`src/qbps_pkg.sv`:
```
// ----------------------------------------------------------------------------
// qbps_pkg: shared constants for the quadratic curve point sampler
// Default parameters, register indexes and queue sizes.
// ----------------------------------------------------------------------------
`default_nettype none
package qbps_pkg;

	localparam int DEF_MAX_POINTS = 64;
	localparam int DEF_COORD_BITS = 12;

	localparam int IN_W     = 12;
	localparam int SLICE_W  = 16;
	localparam int SPACE_W  = 16;
	localparam int POINT_W  = 20;
	localparam int STEP_W   = 17;
	localparam int WIDX_W   = 8;

	localparam logic [SPACE_W-1:0] SPACING_RESET = 16'd256;
	localparam logic [STEP_W-1:0]  ONE_Q16       = 17'h10000;

	// Descriptor queue between front and back, result queue at the output
	localparam int DQ_DEPTH = 2;
	localparam int OQ_DEPTH = 8;
	// Stages between sample issue and result queue write
	localparam int BACK_STAGES = 3;

	typedef enum logic [WIDX_W-1:0] {
		REG_SPACING = 8'd0,
		REG_SLICE   = 8'd1
	} reg_idx_t;

endpackage
`default_nettype wire

```
`src/qbps_fifo.sv`:
```
// ----------------------------------------------------------------------------
// qbps_fifo: small synchronous queue
// Register-array queue with occupancy count; head is shown while not empty.
// ----------------------------------------------------------------------------
`default_nettype none
module qbps_fifo #(
	parameter int W     = 8,
	parameter int DEPTH = 2
) (
	input  wire logic                       clk,
	input  wire logic                       arst_n,
	input  wire logic                       wr,
	input  wire logic [W-1:0]               wdata,
	input  wire logic                       rd,
	output logic [W-1:0]                    rdata,
	output logic                            full,
	output logic                            empty,
	output logic [$clog2(DEPTH+1)-1:0]      count
);
	localparam int AW = (DEPTH > 1) ? $clog2(DEPTH) : 1;
	localparam int CW = $clog2(DEPTH+1);

	logic [W-1:0]  mem [DEPTH];
	logic [AW-1:0] wp_q, rp_q;
	logic [CW-1:0] cnt_q;
	logic          do_wr, do_rd;

	assign do_wr = wr && !full;
	assign do_rd = rd && !empty;
	assign full  = (cnt_q == CW'(DEPTH));
	assign empty = (cnt_q == '0);
	assign count = cnt_q;
	assign rdata = mem[rp_q];

	// Store the incoming item
	always_ff @(posedge clk) begin
		if (do_wr) begin
			mem[wp_q] <= wdata;
		end
	end

	// Advance pointers and count
	always_ff @(posedge clk or negedge arst_n) begin
		if (!arst_n) begin
			wp_q  <= '0;
			rp_q  <= '0;
			cnt_q <= '0;
		end else begin
			if (do_wr) begin
				wp_q <= (wp_q == AW'(DEPTH-1)) ? '0 : wp_q + AW'(1);
			end
			if (do_rd) begin
				rp_q <= (rp_q == AW'(DEPTH-1)) ? '0 : rp_q + AW'(1);
			end
			cnt_q <= cnt_q + CW'(do_wr) - CW'(do_rd);
		end
	end
endmodule
`default_nettype wire

```
`src/qbps_front.sv`:
```
// ----------------------------------------------------------------------------
// qbps_front: curve intake and sample count
// Measures the control polygon with a shared square/root unit, divides by
// the spacing and computes the Q1.16 step with one shared restoring divider.
// ----------------------------------------------------------------------------
`default_nettype none
module qbps_front #(
	parameter int COORD_BITS = 12,
	parameter int MAX_POINTS = 64
) (
	input  wire logic                              clk,
	input  wire logic                              arst_n,
	input  wire logic                              take,
	input  wire logic [qbps_pkg::IN_W-1:0]         in_pt [6],
	input  wire logic [qbps_pkg::SPACE_W-1:0]      spacing,
	output logic                                   busy,
	output logic                                   desc_push,
	output logic [6*COORD_BITS+$clog2(MAX_POINTS+1)+qbps_pkg::STEP_W-1:0] desc_data,
	input  wire logic                              desc_full
);
	import qbps_pkg::*;

	localparam int C  = COORD_BITS;
	localparam int NW = $clog2(MAX_POINTS+1);
	localparam int RB = C + 9;          // root bits
	localparam int RW = 2 * RB;         // radicand bits
	localparam int DW = C + 10;         // polygon length / quotient bits
	localparam int CW = $clog2(DW+1);

	typedef enum logic [5:0] {
		ST_IDLE = 6'b000001,
		ST_SQ   = 6'b000010,
		ST_ROOT = 6'b000100,
		ST_DIV  = 6'b001000,
		ST_STEP = 6'b010000,
		ST_PUSH = 6'b100000
	} fstate_t;

	fstate_t              state_q;
	logic [C-1:0]         pts_q [6];
	logic                 seg_q, ph_q;
	logic [2*C:0]         acc_q;
	logic [RW-1:0]        rad_q;
	logic [RB+1:0]        rem_q;
	logic [RB-1:0]        root_q;
	logic [DW-1:0]        total_q;
	logic [DW-1:0]        dvd_q;
	logic [SPACE_W:0]     drem_q;
	logic [CW-1:0]        cnt_q;
	logic [NW-1:0]        n_q;
	logic [STEP_W-1:0]    step_q;

	logic [2:0]           hi_i, lo_i;
	logic [C-1:0]         absd;
	logic [2*C-1:0]       sqv;
	logic [2*C:0]         sqsum;
	logic [RB+1:0]        r2, trial;
	logic                 rge;
	logic [RB+1:0]        rem_n;
	logic [RB-1:0]        root_n;
	logic [DW-1:0]        total_n;
	logic [SPACE_W-1:0]   dvsr;
	logic [SPACE_W:0]     d2;
	logic                 dge;
	logic [DW-1:0]        quo_n;
	logic [NW-1:0]        nsat;

	// Pick the coordinate pair of the current segment and axis
	assign hi_i = 3'(2 + 2 * int'(seg_q) + int'(ph_q));
	assign lo_i = 3'(2 * int'(seg_q) + int'(ph_q));
	assign absd = (pts_q[hi_i] >= pts_q[lo_i]) ? pts_q[hi_i] - pts_q[lo_i]
	                                           : pts_q[lo_i] - pts_q[hi_i];
	assign sqv   = absd * absd;
	assign sqsum = acc_q + (2*C+1)'(sqv);

	// One digit of the square root
	assign r2      = {rem_q[RB-1:0], rad_q[RW-1:RW-2]};
	assign trial   = {root_q, 2'b01};
	assign rge     = (r2 >= trial);
	assign rem_n   = rge ? r2 - trial : r2;
	assign root_n  = {root_q[RB-2:0], rge};
	assign total_n = total_q + DW'(root_n);

	// One bit of the shared divider
	assign dvsr  = (state_q == ST_STEP) ? SPACE_W'(n_q) : spacing;
	assign d2    = {drem_q[SPACE_W-1:0], dvd_q[DW-1]};
	assign dge   = (d2 >= {1'b0, dvsr});
	assign quo_n = {dvd_q[DW-2:0], dge};
	assign nsat  = (quo_n > DW'(MAX_POINTS)) ? NW'(MAX_POINTS) : NW'(quo_n);

	assign busy      = (state_q != ST_IDLE);
	assign desc_push = (state_q == ST_PUSH) && !desc_full;
	assign desc_data = {pts_q[0], pts_q[1], pts_q[2], pts_q[3], pts_q[4], pts_q[5],
	                    n_q, step_q};

	// Hold the control points of the accepted curve
	always_ff @(posedge clk) begin
		if (take && !busy) begin
			for (int k = 0; k < 6; k++) begin
				pts_q[k] <= C'(in_pt[k]);
			end
		end
	end

	// Sequence squares, roots and divisions
	always_ff @(posedge clk or negedge arst_n) begin
		if (!arst_n) begin
			state_q <= ST_IDLE;
			seg_q   <= 1'b0;
			ph_q    <= 1'b0;
			cnt_q   <= '0;
			acc_q   <= '0;
			rad_q   <= '0;
			rem_q   <= '0;
			root_q  <= '0;
			total_q <= '0;
			dvd_q   <= '0;
			drem_q  <= '0;
			n_q     <= '0;
			step_q  <= '0;
		end else begin
			unique case (state_q)
				ST_IDLE: begin
					if (take) begin
						seg_q   <= 1'b0;
						ph_q    <= 1'b0;
						total_q <= '0;
						state_q <= ST_SQ;
					end
				end
				ST_SQ: begin
					if (!ph_q) begin
						acc_q <= (2*C+1)'(sqv);
						ph_q  <= 1'b1;
					end else begin
						rad_q   <= RW'({sqsum, 16'b0});
						rem_q   <= '0;
						root_q  <= '0;
						cnt_q   <= '0;
						state_q <= ST_ROOT;
					end
				end
				ST_ROOT: begin
					rem_q  <= rem_n;
					root_q <= root_n;
					rad_q  <= {rad_q[RW-3:0], 2'b00};
					cnt_q  <= cnt_q + CW'(1);
					if (cnt_q == CW'(RB-1)) begin
						total_q <= total_n;
						cnt_q   <= '0;
						drem_q  <= '0;
						if (!seg_q) begin
							seg_q   <= 1'b1;
							ph_q    <= 1'b0;
							state_q <= ST_SQ;
						end else if (spacing == '0) begin
							n_q     <= NW'(MAX_POINTS);
							dvd_q   <= DW'(ONE_Q16);
							state_q <= ST_STEP;
						end else begin
							dvd_q   <= total_n;
							state_q <= ST_DIV;
						end
					end
				end
				ST_DIV: begin
					drem_q <= dge ? d2 - {1'b0, dvsr} : d2;
					dvd_q  <= quo_n;
					cnt_q  <= cnt_q + CW'(1);
					if (cnt_q == CW'(DW-1)) begin
						cnt_q  <= '0;
						drem_q <= '0;
						n_q    <= nsat;
						dvd_q  <= DW'(ONE_Q16);
						// Drop a curve that yields no sample
						state_q <= (nsat == '0) ? ST_IDLE : ST_STEP;
					end
				end
				ST_STEP: begin
					drem_q <= dge ? d2 - {1'b0, dvsr} : d2;
					dvd_q  <= quo_n;
					cnt_q  <= cnt_q + CW'(1);
					if (cnt_q == CW'(DW-1)) begin
						cnt_q   <= '0;
						step_q  <= STEP_W'(quo_n);
						state_q <= ST_PUSH;
					end
				end
				ST_PUSH: begin
					if (!desc_full) begin
						state_q <= ST_IDLE;
					end
				end
				default: state_q <= ST_IDLE;
			endcase
		end
	end
endmodule
`default_nettype wire

```
`src/qbps_back.sv`:
```
// ----------------------------------------------------------------------------
// qbps_back: sample generator
// Walks the samples of one curve descriptor and evaluates the two-level
// lerp in a three-stage pipeline, one sample per cycle while the queue has room.
// ----------------------------------------------------------------------------
`default_nettype none
module qbps_back #(
	parameter int COORD_BITS = 12,
	parameter int MAX_POINTS = 64
) (
	input  wire logic                              clk,
	input  wire logic                              arst_n,
	input  wire logic [6*COORD_BITS+$clog2(MAX_POINTS+1)+qbps_pkg::STEP_W-1:0] desc_data,
	input  wire logic                              desc_empty,
	output logic                                   desc_pop,
	input  wire logic [$clog2(qbps_pkg::OQ_DEPTH+1)-1:0] res_count,
	output logic                                   res_push,
	output logic [2*qbps_pkg::POINT_W:0]           res_data
);
	import qbps_pkg::*;

	localparam int C  = COORD_BITS;
	localparam int NW = $clog2(MAX_POINTS+1);
	localparam int OW = $clog2(OQ_DEPTH+1);
	localparam int LW = C + 20;

	// Returns (p << 16) + (q - p) * t, nonnegative for t <= 1.0
	function automatic logic signed [LW-1:0] lerp_raw(input logic [C-1:0] p,
		input logic [C-1:0] q, input logic [STEP_W-1:0] t);
		logic signed [C:0]    d;
		logic signed [C+18:0] m;
		d = $signed({1'b0, q}) - $signed({1'b0, p});
		m = d * $signed({1'b0, t});
		return $signed({4'b0000, p, 16'b0}) + LW'(m);
	endfunction

	logic [C-1:0]      d_pt [6];
	logic [NW-1:0]     d_n;
	logic [STEP_W-1:0] d_step;
	logic [NW-1:0]     idx_q;
	logic              issue, is_last;

	logic              v_s1, v_s2, v_s3;
	logic              last_s1, last_s2, last_s3;
	logic [STEP_W-1:0] t_s1, t_s2;
	logic [C-1:0]      pt_s1 [6];
	logic [C-1:0]      xa_s2, ya_s2, xb_s2, yb_s2;
	logic [POINT_W-1:0] col_s3, row_s3;
	logic signed [LW-1:0] xa_w, ya_w, xb_w, yb_w, col_w, row_w;

	assign {d_pt[0], d_pt[1], d_pt[2], d_pt[3], d_pt[4], d_pt[5], d_n, d_step} = desc_data;

	// Issue only with room for every sample still in the pipeline
	assign issue    = !desc_empty && (res_count < OW'(OQ_DEPTH - BACK_STAGES));
	assign is_last  = (idx_q == d_n - NW'(1));
	assign desc_pop = issue && is_last;

	assign xa_w  = lerp_raw(pt_s1[0], pt_s1[2], t_s1);
	assign ya_w  = lerp_raw(pt_s1[1], pt_s1[3], t_s1);
	assign xb_w  = lerp_raw(pt_s1[2], pt_s1[4], t_s1);
	assign yb_w  = lerp_raw(pt_s1[3], pt_s1[5], t_s1);
	assign col_w = lerp_raw(xa_s2, xb_s2, t_s2);
	assign row_w = lerp_raw(ya_s2, yb_s2, t_s2);

	assign res_push = v_s3;
	assign res_data = {col_s3, row_s3, last_s3};

	// Advance the sample index
	always_ff @(posedge clk or negedge arst_n) begin
		if (!arst_n) begin
			idx_q <= '0;
			v_s1  <= 1'b0;
			v_s2  <= 1'b0;
			v_s3  <= 1'b0;
		end else begin
			if (issue) begin
				idx_q <= is_last ? '0 : idx_q + NW'(1);
			end
			v_s1 <= issue;
			v_s2 <= v_s1;
			v_s3 <= v_s2;
		end
	end

	// Evaluate t, first-level lerps, then the point
	always_ff @(posedge clk) begin
		t_s1    <= STEP_W'(idx_q * d_step);
		pt_s1   <= d_pt;
		last_s1 <= is_last;

		xa_s2   <= xa_w[C+15:16];
		ya_s2   <= ya_w[C+15:16];
		xb_s2   <= xb_w[C+15:16];
		yb_s2   <= yb_w[C+15:16];
		t_s2    <= t_s1;
		last_s2 <= last_s1;

		col_s3  <= POINT_W'(col_w[C+15:8]);
		row_s3  <= POINT_W'(row_w[C+15:8]);
		last_s3 <= last_s2;
	end

	// Sample index stays inside the current curve
	a_idx_range: assert property (@(posedge clk) disable iff (!arst_n)
		!desc_empty |-> (idx_q < d_n))
		else $error("sample index beyond sample count");

	// The last sample of a curve also releases its descriptor
	a_last_pop: assert property (@(posedge clk) disable iff (!arst_n)
		(issue && is_last) |-> desc_pop)
		else $error("last sample without descriptor release");

	// A result reaches the result queue after stages s1, s2 and s3 following its issue
	a_latency: assert property (@(posedge clk) disable iff (!arst_n)
		issue |=> ##2 res_push)
		else $error("issued sample did not reach the result queue");
endmodule
`default_nettype wire

```
`src/quadratic_bezier_point_sampler.sv`:
```
// Each curve passes squares and a bit-serial square root per segment in the front, then two
// restoring divisions (sample count, then step); a zero spacing skips the count division.
// The first point then passes the descriptor queue and the back pipeline.
// The front is busy (full high) for that whole measurement.
// Throughput: one point per cycle while results are popped; a new curve is measured
// while the previous one still emits its points. Reset is asynchronous, active low,
// clears queues and control state and loads sample_spacing=256, slice_number=0.
// ----------------------------------------------------------------------------
// quadratic_bezier_point_sampler: quadratic curve point sampler
// Front measures each curve, a descriptor queue decouples it from the sample
// generator, and a result queue holds the emitted points.
// ----------------------------------------------------------------------------
`default_nettype none
module quadratic_bezier_point_sampler #(
	parameter int MAX_POINTS = qbps_pkg::DEF_MAX_POINTS,
	parameter int COORD_BITS = qbps_pkg::DEF_COORD_BITS
) (
	input  wire logic                          clk,
	input  wire logic                          arst_n,
	input  wire logic                          push,
	output logic                               full,
	input  wire logic [qbps_pkg::IN_W-1:0]     start_x,
	input  wire logic [qbps_pkg::IN_W-1:0]     start_y,
	input  wire logic [qbps_pkg::IN_W-1:0]     mid_x,
	input  wire logic [qbps_pkg::IN_W-1:0]     mid_y,
	input  wire logic [qbps_pkg::IN_W-1:0]     end_x,
	input  wire logic [qbps_pkg::IN_W-1:0]     end_y,
	output logic                               empty,
	input  wire logic                          pop,
	output logic [qbps_pkg::SLICE_W-1:0]       point_slice,
	output logic [qbps_pkg::POINT_W-1:0]       point_col,
	output logic [qbps_pkg::POINT_W-1:0]       point_row,
	output logic                               last_point,
	input  wire logic                          wr_en,
	input  wire logic [qbps_pkg::WIDX_W-1:0]   wr_index,
	input  wire logic [qbps_pkg::SPACE_W-1:0]  wr_data
);
	import qbps_pkg::*;

	localparam int NW  = $clog2(MAX_POINTS+1);
	localparam int DSW = 6*COORD_BITS + NW + STEP_W;
	localparam int RSW = 2*POINT_W + 1;
	localparam int OW  = $clog2(OQ_DEPTH+1);

	logic [SPACE_W-1:0] spacing_q;
	logic [SLICE_W-1:0] slice_q;
	logic [IN_W-1:0]    in_pt [6];
	logic               busy;
	logic               desc_push, desc_pop, desc_full, desc_empty;
	logic [DSW-1:0]     desc_wdata, desc_rdata;
	logic [$clog2(DQ_DEPTH+1)-1:0] desc_count;
	logic               res_push, res_full;
	logic [RSW-1:0]     res_wdata, res_rdata;
	logic [OW-1:0]      res_count;

	assign in_pt[0] = start_x;
	assign in_pt[1] = start_y;
	assign in_pt[2] = mid_x;
	assign in_pt[3] = mid_y;
	assign in_pt[4] = end_x;
	assign in_pt[5] = end_y;
	assign full     = busy;

	// Write configuration registers; unknown indexes are ignored
	always_ff @(posedge clk or negedge arst_n) begin
		if (!arst_n) begin
			spacing_q <= SPACING_RESET;
			slice_q   <= '0;
		end else if (wr_en) begin
			unique case (wr_index)
				REG_SPACING: spacing_q <= wr_data;
				REG_SLICE:   slice_q   <= wr_data;
				default: ;
			endcase
		end
	end

	qbps_front #(.COORD_BITS(COORD_BITS), .MAX_POINTS(MAX_POINTS)) u_front (
		.clk       (clk),
		.arst_n    (arst_n),
		.take      (push),
		.in_pt     (in_pt),
		.spacing   (spacing_q),
		.busy      (busy),
		.desc_push (desc_push),
		.desc_data (desc_wdata),
		.desc_full (desc_full)
	);

	qbps_fifo #(.W(DSW), .DEPTH(DQ_DEPTH)) u_desc_q (
		.clk    (clk),
		.arst_n (arst_n),
		.wr     (desc_push),
		.wdata  (desc_wdata),
		.rd     (desc_pop),
		.rdata  (desc_rdata),
		.full   (desc_full),
		.empty  (desc_empty),
		.count  (desc_count)
	);

	qbps_back #(.COORD_BITS(COORD_BITS), .MAX_POINTS(MAX_POINTS)) u_back (
		.clk        (clk),
		.arst_n     (arst_n),
		.desc_data  (desc_rdata),
		.desc_empty (desc_empty),
		.desc_pop   (desc_pop),
		.res_count  (res_count),
		.res_push   (res_push),
		.res_data   (res_wdata)
	);

	qbps_fifo #(.W(RSW), .DEPTH(OQ_DEPTH)) u_res_q (
		.clk    (clk),
		.arst_n (arst_n),
		.wr     (res_push),
		.wdata  (res_wdata),
		.rd     (pop),
		.rdata  (res_rdata),
		.full   (res_full),
		.empty  (empty),
		.count  (res_count)
	);

	assign point_slice = slice_q;
	assign {point_col, point_row, last_point} = res_rdata;

	// Descriptor queue never overflows
	a_desc_ovf: assert property (@(posedge clk) disable iff (!arst_n)
		!(desc_push && desc_full) && (desc_count <= 2'(DQ_DEPTH)))
		else $error("descriptor queue overflow");

	// Result queue never takes a point it cannot hold
	a_res_ovf: assert property (@(posedge clk) disable iff (!arst_n)
		!(res_push && res_full))
		else $error("result queue overflow");

	// An accepted curve keeps the front busy on the next cycle
	a_take_busy: assert property (@(posedge clk) disable iff (!arst_n)
		(push && !full) |=> full)
		else $error("front did not start on accepted curve");
endmodule
`default_nettype wire
```
`config.mk`:
```
export PLATFORM = sky130hd
export DESIGN_NAME = quadratic_bezier_point_sampler
export DESIGN_NICKNAME = d
export VERILOG_FILES = /design/src/qbps_pkg.sv /design/src/qbps_fifo.sv /design/src/qbps_front.sv /design/src/qbps_back.sv /design/src/quadratic_bezier_point_sampler.sv
export SDC_FILE = /design/constraint.sdc
export NUM_CORES = 2
export LEC_CHECK = 0
export ABC_AREA = 1
export BUFFER_PORTS_ARGS = -buffer_cell sky130_fd_sc_hd__buf_4
export CORE_AREA = 2 2 566 568
export CTS_CLUSTER_SIZE = 14
export DETAILED_ROUTE_END_ITERATION = 8
export DIE_AREA = 0 0 568 570
export PLACE_DENSITY = 0.5
export SYNTH_ARGS = -nofsm -noshare
export SYNTH_HDL_FRONTEND = slang
export SYNTH_SLANG_ARGS = --single-unit
```
`constraint.sdc`:
```
create_clock -name clk -period 8.3 [get_ports clk]
set_input_delay 0.83 -clock clk [delete_from_list [all_inputs] [get_ports clk]]
set_output_delay 0.83 -clock clk [all_outputs]
set_load 0.05 [all_outputs]
```
---- Yosys cells after proc, flatten, opt, wreduce, memory -nomap -nowiden ----
Memory sizes are Yosys's and may differ from the RTL's.
Cells that the tools add are included.
word-level totals
  memories kept ........................... 3
  word-level logic and storage cells ...... 210
  input port bits ......................... 101
  bits in latches ......................... 0
  memory bits (read-only) ................. 0
  memory bits (writable) .................. 592
  register bits after elaboration ......... 458
  output and inout port bits .............. 59
memory list
  memory         depth  bits a word  rd ports  clocked after Yosys merged registers in  wr ports  RTL line          RTL
  u_res_q.mem    8      41           1         0                                        1         qbps_fifo.sv:23   logic [W-1:0] mem [DEPTH];
  u_desc_q.mem   2      96           1         0                                        1         qbps_fifo.sv:23
  u_front.pts_q  6      12           8         0                                        6         qbps_front.sv:40  logic [C-1:0] pts_q [6];
cells by class
  shifts and indexed selects .............. 0
  divide/modulo/power cells ............... 0
  multiply operators ...................... 8
  equality and inequality tests ........... 24
  bitwise gates (word level) .............. 1
  muxes and demuxes ....................... 58
  add/sub/neg operators ................... 32
  $lt $le $gt $ge ......................... 5
  reduce and logical (&&, ||, !) cells .... 37
operator list
  cell                                                  count
  adder 28 bit                                          6
  multiplier 13 x 18 -> 28 bit                          6
  2-to-1 mux 22 bit                                     6
  case mux 21 bit (2 select lines)                      2
  case mux 42 bit (2 select lines)                      1
  subtractor 12 x 12 -> 13 bit                          6
  case mux 22 bit (3 select lines)                      1
  2-to-1 mux 16 bit                                     4
  2-to-1 mux 21 bit                                     3
  case mux 16 bit (3 select lines)                      1
  case mux 22 bit (2 select lines)                      1
  2-to-1 mux 42 bit                                     1
  2-to-1 mux 6 bit                                      7
  2-to-1 mux 7 bit                                      6
  case mux 6 bit (6 select lines)                       1
  adder 24 x 24 -> 25 bit                               1
  2-to-1 mux 5 bit                                      5
  multiplier 12 x 12 -> 24 bit                          1
  subtractor 12 bit                                     2
  greater-or-equal comparator 23 bit                    1
  adder 22 x 21 -> 22 bit                               1
  > comparator 22 x 7 -> 1 bit (second input constant)  1
  subtractor 21 bit                                     1
  greater-or-equal comparator 17 x 16 -> 1 bit          1
  other kinds (54)                                      99

---- Longest topological paths before layout ----
  word-level depth ........................ 9
  mapped depth ............................ 52
  gate-level depth less buffers ........... 48

---- Hierarchy ----
From an unflattened synthesis, not the netlist that was laid out.
second synthesis, totals
  cell total of the unflattened synthesis .. 11623
  area total of the unflattened synthesis .. 98216.7 µm²
by module, submodules not included
  module                          area an instance (µm²)  cells each  times used  sequential area each (µm²)
  qbps_back                       54165.7                 6825        1           4194.0
  qbps_front                      20559.7                 2610        1           6867.8
  qbps_fifo (u_res_q)             14881.8                 1494        1           10099.7
  qbps_fifo (u_desc_q)            7225.7                  535         1           5865.6
  quadratic_bezier_point_sampler  1383.8                  159         1           802.0

---- Worst setup path after synthesis ----
OpenSTA, ideal clock, no wires.
  path type ............................... reg2reg
  from .................................... reg u_front.ph_q
  to ...................................... reg u_front.rad_q[37]
  buffers on the path ..................... 3
  data required time ...................... 8177 ps
  slack ................................... -210 ps
  cell stages (with the launch flop) ...... 50
  library setup time ...................... 123 ps
  period minus slack after synthesis ...... 8510 ps
  data arrival time ....................... 8387 ps
  cell sequence ........................... dfrtp_1 > clkbuf_1 > clkbuf_1 > nor2_1 > nor2_1 > o21ai_0 > o21ai_0 > inv_1 > ha_1 > fa_1 > inv_1 > nand2_2 > nand3_2 > nand2_2 > nand3_2 > nor2_1 > buf_6 > o21ai_4 > [... 14 more ...] > o21ai_0 > a21oi_1 > inv_1 > a21oi_1 > o21ai_0 > xor2_1 > ha_1 > nand2_1 > inv_1 > nand2_1 > inv_1 > a21oi_1 > nand3_1 > a21o_1 > nand2_1 > nand2_1 > o21ai_0 > nand2_1
between the ends
  longest elaborated chain between the ends .. 8
  elaborated cells between the ends (all ways) .. 13
  classes of those cells .................. add/sub (5); mul (1); order compare (1); eq/ne (1); mux (3); reduce/logical (1); memory (1)
ends and longest elaborated chain
  item                                                          RTL line                            RTL
  start: declaration                                            qbps_front.sv:41                    logic seg_q, ph_q;
  start signal: assignment                                      qbps_front.sv:110                   ph_q <= 1'b0;
  start signal: assignment                                      qbps_front.sv:126                   ph_q <= 1'b0;
  start signal: assignment                                      qbps_front.sv:134                   ph_q <= 1'b1;
  adder 3 x 2 -> 3 bit or adder 2 x 1 -> 3 bit (tied branches)  qbps_front.sv:69, qbps_front.sv:70
  memory (6 x 12 bit) (*)                                       n/a
  subtractor 12 bit, or another cell as far along               qbps_front.sv:72                    : pts_q[lo_i] - pts_q[hi_i];
  2-to-1 mux 12 bit (*)                                         qbps_front.sv:71                    assign absd = (pts_q[hi_i] >= pts_q[lo_i]) ? pts_q[hi_i] - pts_q[lo_i]
  multiplier 12 x 12 -> 24 bit (*)                              qbps_front.sv:73                    assign sqv = absd * absd;
  via u_front.sqv[17]                                           qbps_front.sv:55                    logic [2*C-1:0] sqv;
  adder 24 x 24 -> 25 bit (*)                                   qbps_front.sv:74                    assign sqsum = acc_q + (2*C+1)'(sqv);
  2-to-1 mux 42 bit (*)                                         qbps_front.sv:132                   if (!ph_q) begin
  case mux 42 bit (2 select lines) (*)                          qbps_front.sv:122                   unique case (state_q)
  end signal: assignment                                        qbps_front.sv:136                   rad_q <= RW'({sqsum, 16'b0});
  end signal: assignment                                        qbps_front.sv:146                   rad_q <= {rad_q[RW-3:0], 2'b00};
  end: declaration                                              qbps_front.sv:43                    logic [RW-1:0] rad_q;
The timed path passes the listed nets; every way through them passes the cells marked *. The select of a mux whose other input is x is not followed.
A chain may end at the register's enable or synchronous reset.

---- Final worst setup path ----
  from .................................... reg u_front.ph_q
  to ...................................... reg u_front.rad_q[38]
The elaborated chain is that of the path after synthesis.

==> results.md <==
* Slew margin rel. at 0.2489
* Place WS at -0.3725 ns
* Antenna violations before repair at 23
* Antenna-violating nets left at 0
* Post-Syn Area at 0.09490 mm^2
* Fin. max-slew vios at 0
* Layout cells sized above 1 at 0.09952
* Final setup fails at 0
* Sequential cell area at 0.02786 mm^2
* H-tree Lvls at 3
* Critical path's most frequent cell: inv_2
* Post-synth EDFFs at 592
* WHS at 0.05956 ns
* Core Rows at 207
* Max FO, Critical Path at 8
* Pin count of the biggest net entering global routing at between 100 and 150
* Final wirelength at 280,700 um
* Io pins at 160
* Critical Path RT at 9.03 ns
* Worst-Skew Late Latency at roughly 0.79 ns
* Startpoint types: flip-flop
* Syn Inst Count at 10,810
* Reg2Reg Depth at 48
* Die height at 570 um
* Syn nets at 12,810
* F_max at 0.1234 GHz
* Clock Sink Count at 1,033
* Final net count at 13,140
* DRC viols at 0
* Total number of vias at 72,010
* Synth area leaders: fa_1, edfxtp_1, ha_1
* Worst slew pin tran at between 1 and 1.5 ns
* Wire length of the first global-routing pass at 443,200 um
* Fin util at 0.3416
* Crit. End Element: flip-flop
* Worst r2r src: u_front.ph_q
* Synth area leader: fa_1
* GPL Wtd Cong at 0.8810
* Initial Utilization at 0.2991
* Worst Path Arrival at ~9 ns
* CORE AREA at around 0.32 mm^2
* Hold WC Path Type: input port to asynchronous set/reset pin
* All-Layer GR Usage at 0.1756
* Critical path class: flip-flop to flip-flop
* Synth cell count leaders: nand2_1, inv_1, nor2_1, fa_1, ha_1
* Die ar. at 0.3238 mm^2
* Clk_skew at 0.08347 ns
* RSZ-0062 raised after global routing: yes
* Seq/Total Area, Yosys at 0.2932
* Initial DRC Count at 4,773
* Final HPWL from detailed placement at 216,200 um
* Min Clock Period, post-route at 8.102 ns
* Area occupied by multi-input gates at slightly below 0.06 mm^2
* FF-to-FF End: u_front.rad_q[38]
* Post-synth ARST share at 0.2362
* Reg2reg setup slack at around 0.20 ns
* Cell variety after synth at between 70 and 80
* Avg WL per Cell at between 15 and 20 um
* Count leader, synth: nand2_1
* Fillers at approximately 33,000
* Initial DRT Pass Iterations at 6
* Via density at about 4.7
* CP max stage delay at 0.55 ns
* Port bufs at 159
* Synth Flop Type: edfxtp_1
* Final worst slack at between 0.15 and 0.2 ns
* Root Driver: clkbuf_16
* Vias in the first global route at 75,050
* CTS Buf Count at 115
* Synth Register Bits at 1,033
* Max-cap check violation count at 0
* CP Launch Point: u_front.ph_q
* Slowest-stage cell, CP: fa_1
* Number of hold violations in the final report at 0
* Ys Warns at 0
* CTS tree: done
* Worst-path clk slew at about 0.06 ns
* Area delta synth->final at 14.20%
* Outcome: finished clean
* Synth top area share at 0.2525
* Syn avg cell area at slightly below 9 um^2
* GRT overflow at 0
* Clock buffer depth at 3
* Die X at about 570 um
* Final period util at 0.9762
==> area by class of cell <==
type	instances	area share
Timing Repair Buffer	602	0.04304
Inverter	1975	0.06850
Multi-Input combinational cell	7408	0.5465
Tap cell	4180	0.04825
Sequential cell	1033	0.2570
Clock buffer	163	0.03007
Clock inverter	53	0.006511
Antenna cell	4	0.00009235
==> worst max-delay path: cells and delay by family, from the launching register on <==
| family | cells | cell delay [ns] |
|---|---|---|
| flip-flops | 1 | 0.46 |
| AND/OR/NAND/NOR | 18 | 2.00 |
| buffers and inverters | 11 | 0.88 |
| XOR/XNOR | 1 | 0.21 |
| AO/OA/AOI/OAI | 10 | 1.15 |
| adder cells (fa/ha/maj) | 8 | 3.44 |
==> per-layer routing <==
layer,part of all wire,global-route usage,up-vias
met5,0,0,-
met4,0.027,0.04519,0
met3,0.045,0.01953,344
met2,0.48,0.3033,1665
met1,0.45,0.2331,35530
li1,-,-,34470
==> layout by cell type, fill, tap and decap left out, drive strengths merged, types with 13 or more instances in the layout <==
cell type	netlist	routed
nor2	1206	1206
fa	1197	1197
xnor2	88	88
xor2	135	135
edfxtp	592	592
inv	1963	1967
a21oi	371	371
nand4	113	113
mux2i	19	19
clkinv	12	44
ha	706	706
nor3	67	67
dfrtp	242	242
o21bai	26	26
o21ai	542	542
buf	47	602
nand2	2225	2225
nor4	21	21
a21o	33	33
o21a	20	20
o211ai	30	30
a21boi	14	14
or2	66	66
a31oi	70	70
clkbuf	343	163
dfxtp	197	197
nand3	310	310
nand3b	13	13
o22ai	73	73
==> per-stage QoR <==
stage	TNS [ns]	std cells	cell area, um^2
finish	0	15420	108400
global route	-1.724	15420	108400
CTS	0	15400	107400
detailed placement	-2.863	15160	103000
global placement	-2.704	15160	103000
floorplan	0	10810	94910
==> cells by family after synthesis <==
group | count (synthesis) | synth area share
and+or+nand+nor | 4034 | 0.1717
xor gates and xnor gates | 223 | 0.02094
buffers and inverters | 2365 | 0.09425
AOI/OAI and AO/OA | 1229 | 0.07209
muxes | 19 | 0.002175
adders and majority gates | 1903 | 0.3456
DFF | 1033 | 0.2932
==> flip-flops by register name, summed over array words and instances (netlist names), 20 cells and up <==
name and cells:
u_front.pts_q 72, u_front.rem_q 21, u_front.rad_q 26, u_back.row_s3 20
u_back.col_s3 20, u_back.pt_s1 72, u_front.total_q 22, u_front.dvd_q 22
u_front.root_q 21, u_desc_q.mem 192, u_front.acc_q 23, u_res_q.mem 328
==> how the worst max path moves through the flow <==
stage / endpoint / cells after the start
2_1_floorplan: u_front.rad_q[37] / 47
3_3_place_gp: u_front.rad_q[39] / 49
3_5_place_dp: u_front.rad_q[40] / 42
4_1_cts: u_front.rad_q[38] / 45
5_1_grt: u_front.rad_q[38] / 48
6_report: u_front.rad_q[38] / 48
==> timing repair <==
action / in CTS / in global routing
pin swaps: 27 / 108
hold buffers: 0 / 0
gates cloned: 1 / 0
resized for setup: 87 / 197
buffers inserted: 14 / 21
endpoints found under the setup margin: 11 / 16
Power is left out: the tool's default activity adds up to more than one toggle a clock period on the data nets, which glitch-free logic cannot reach.
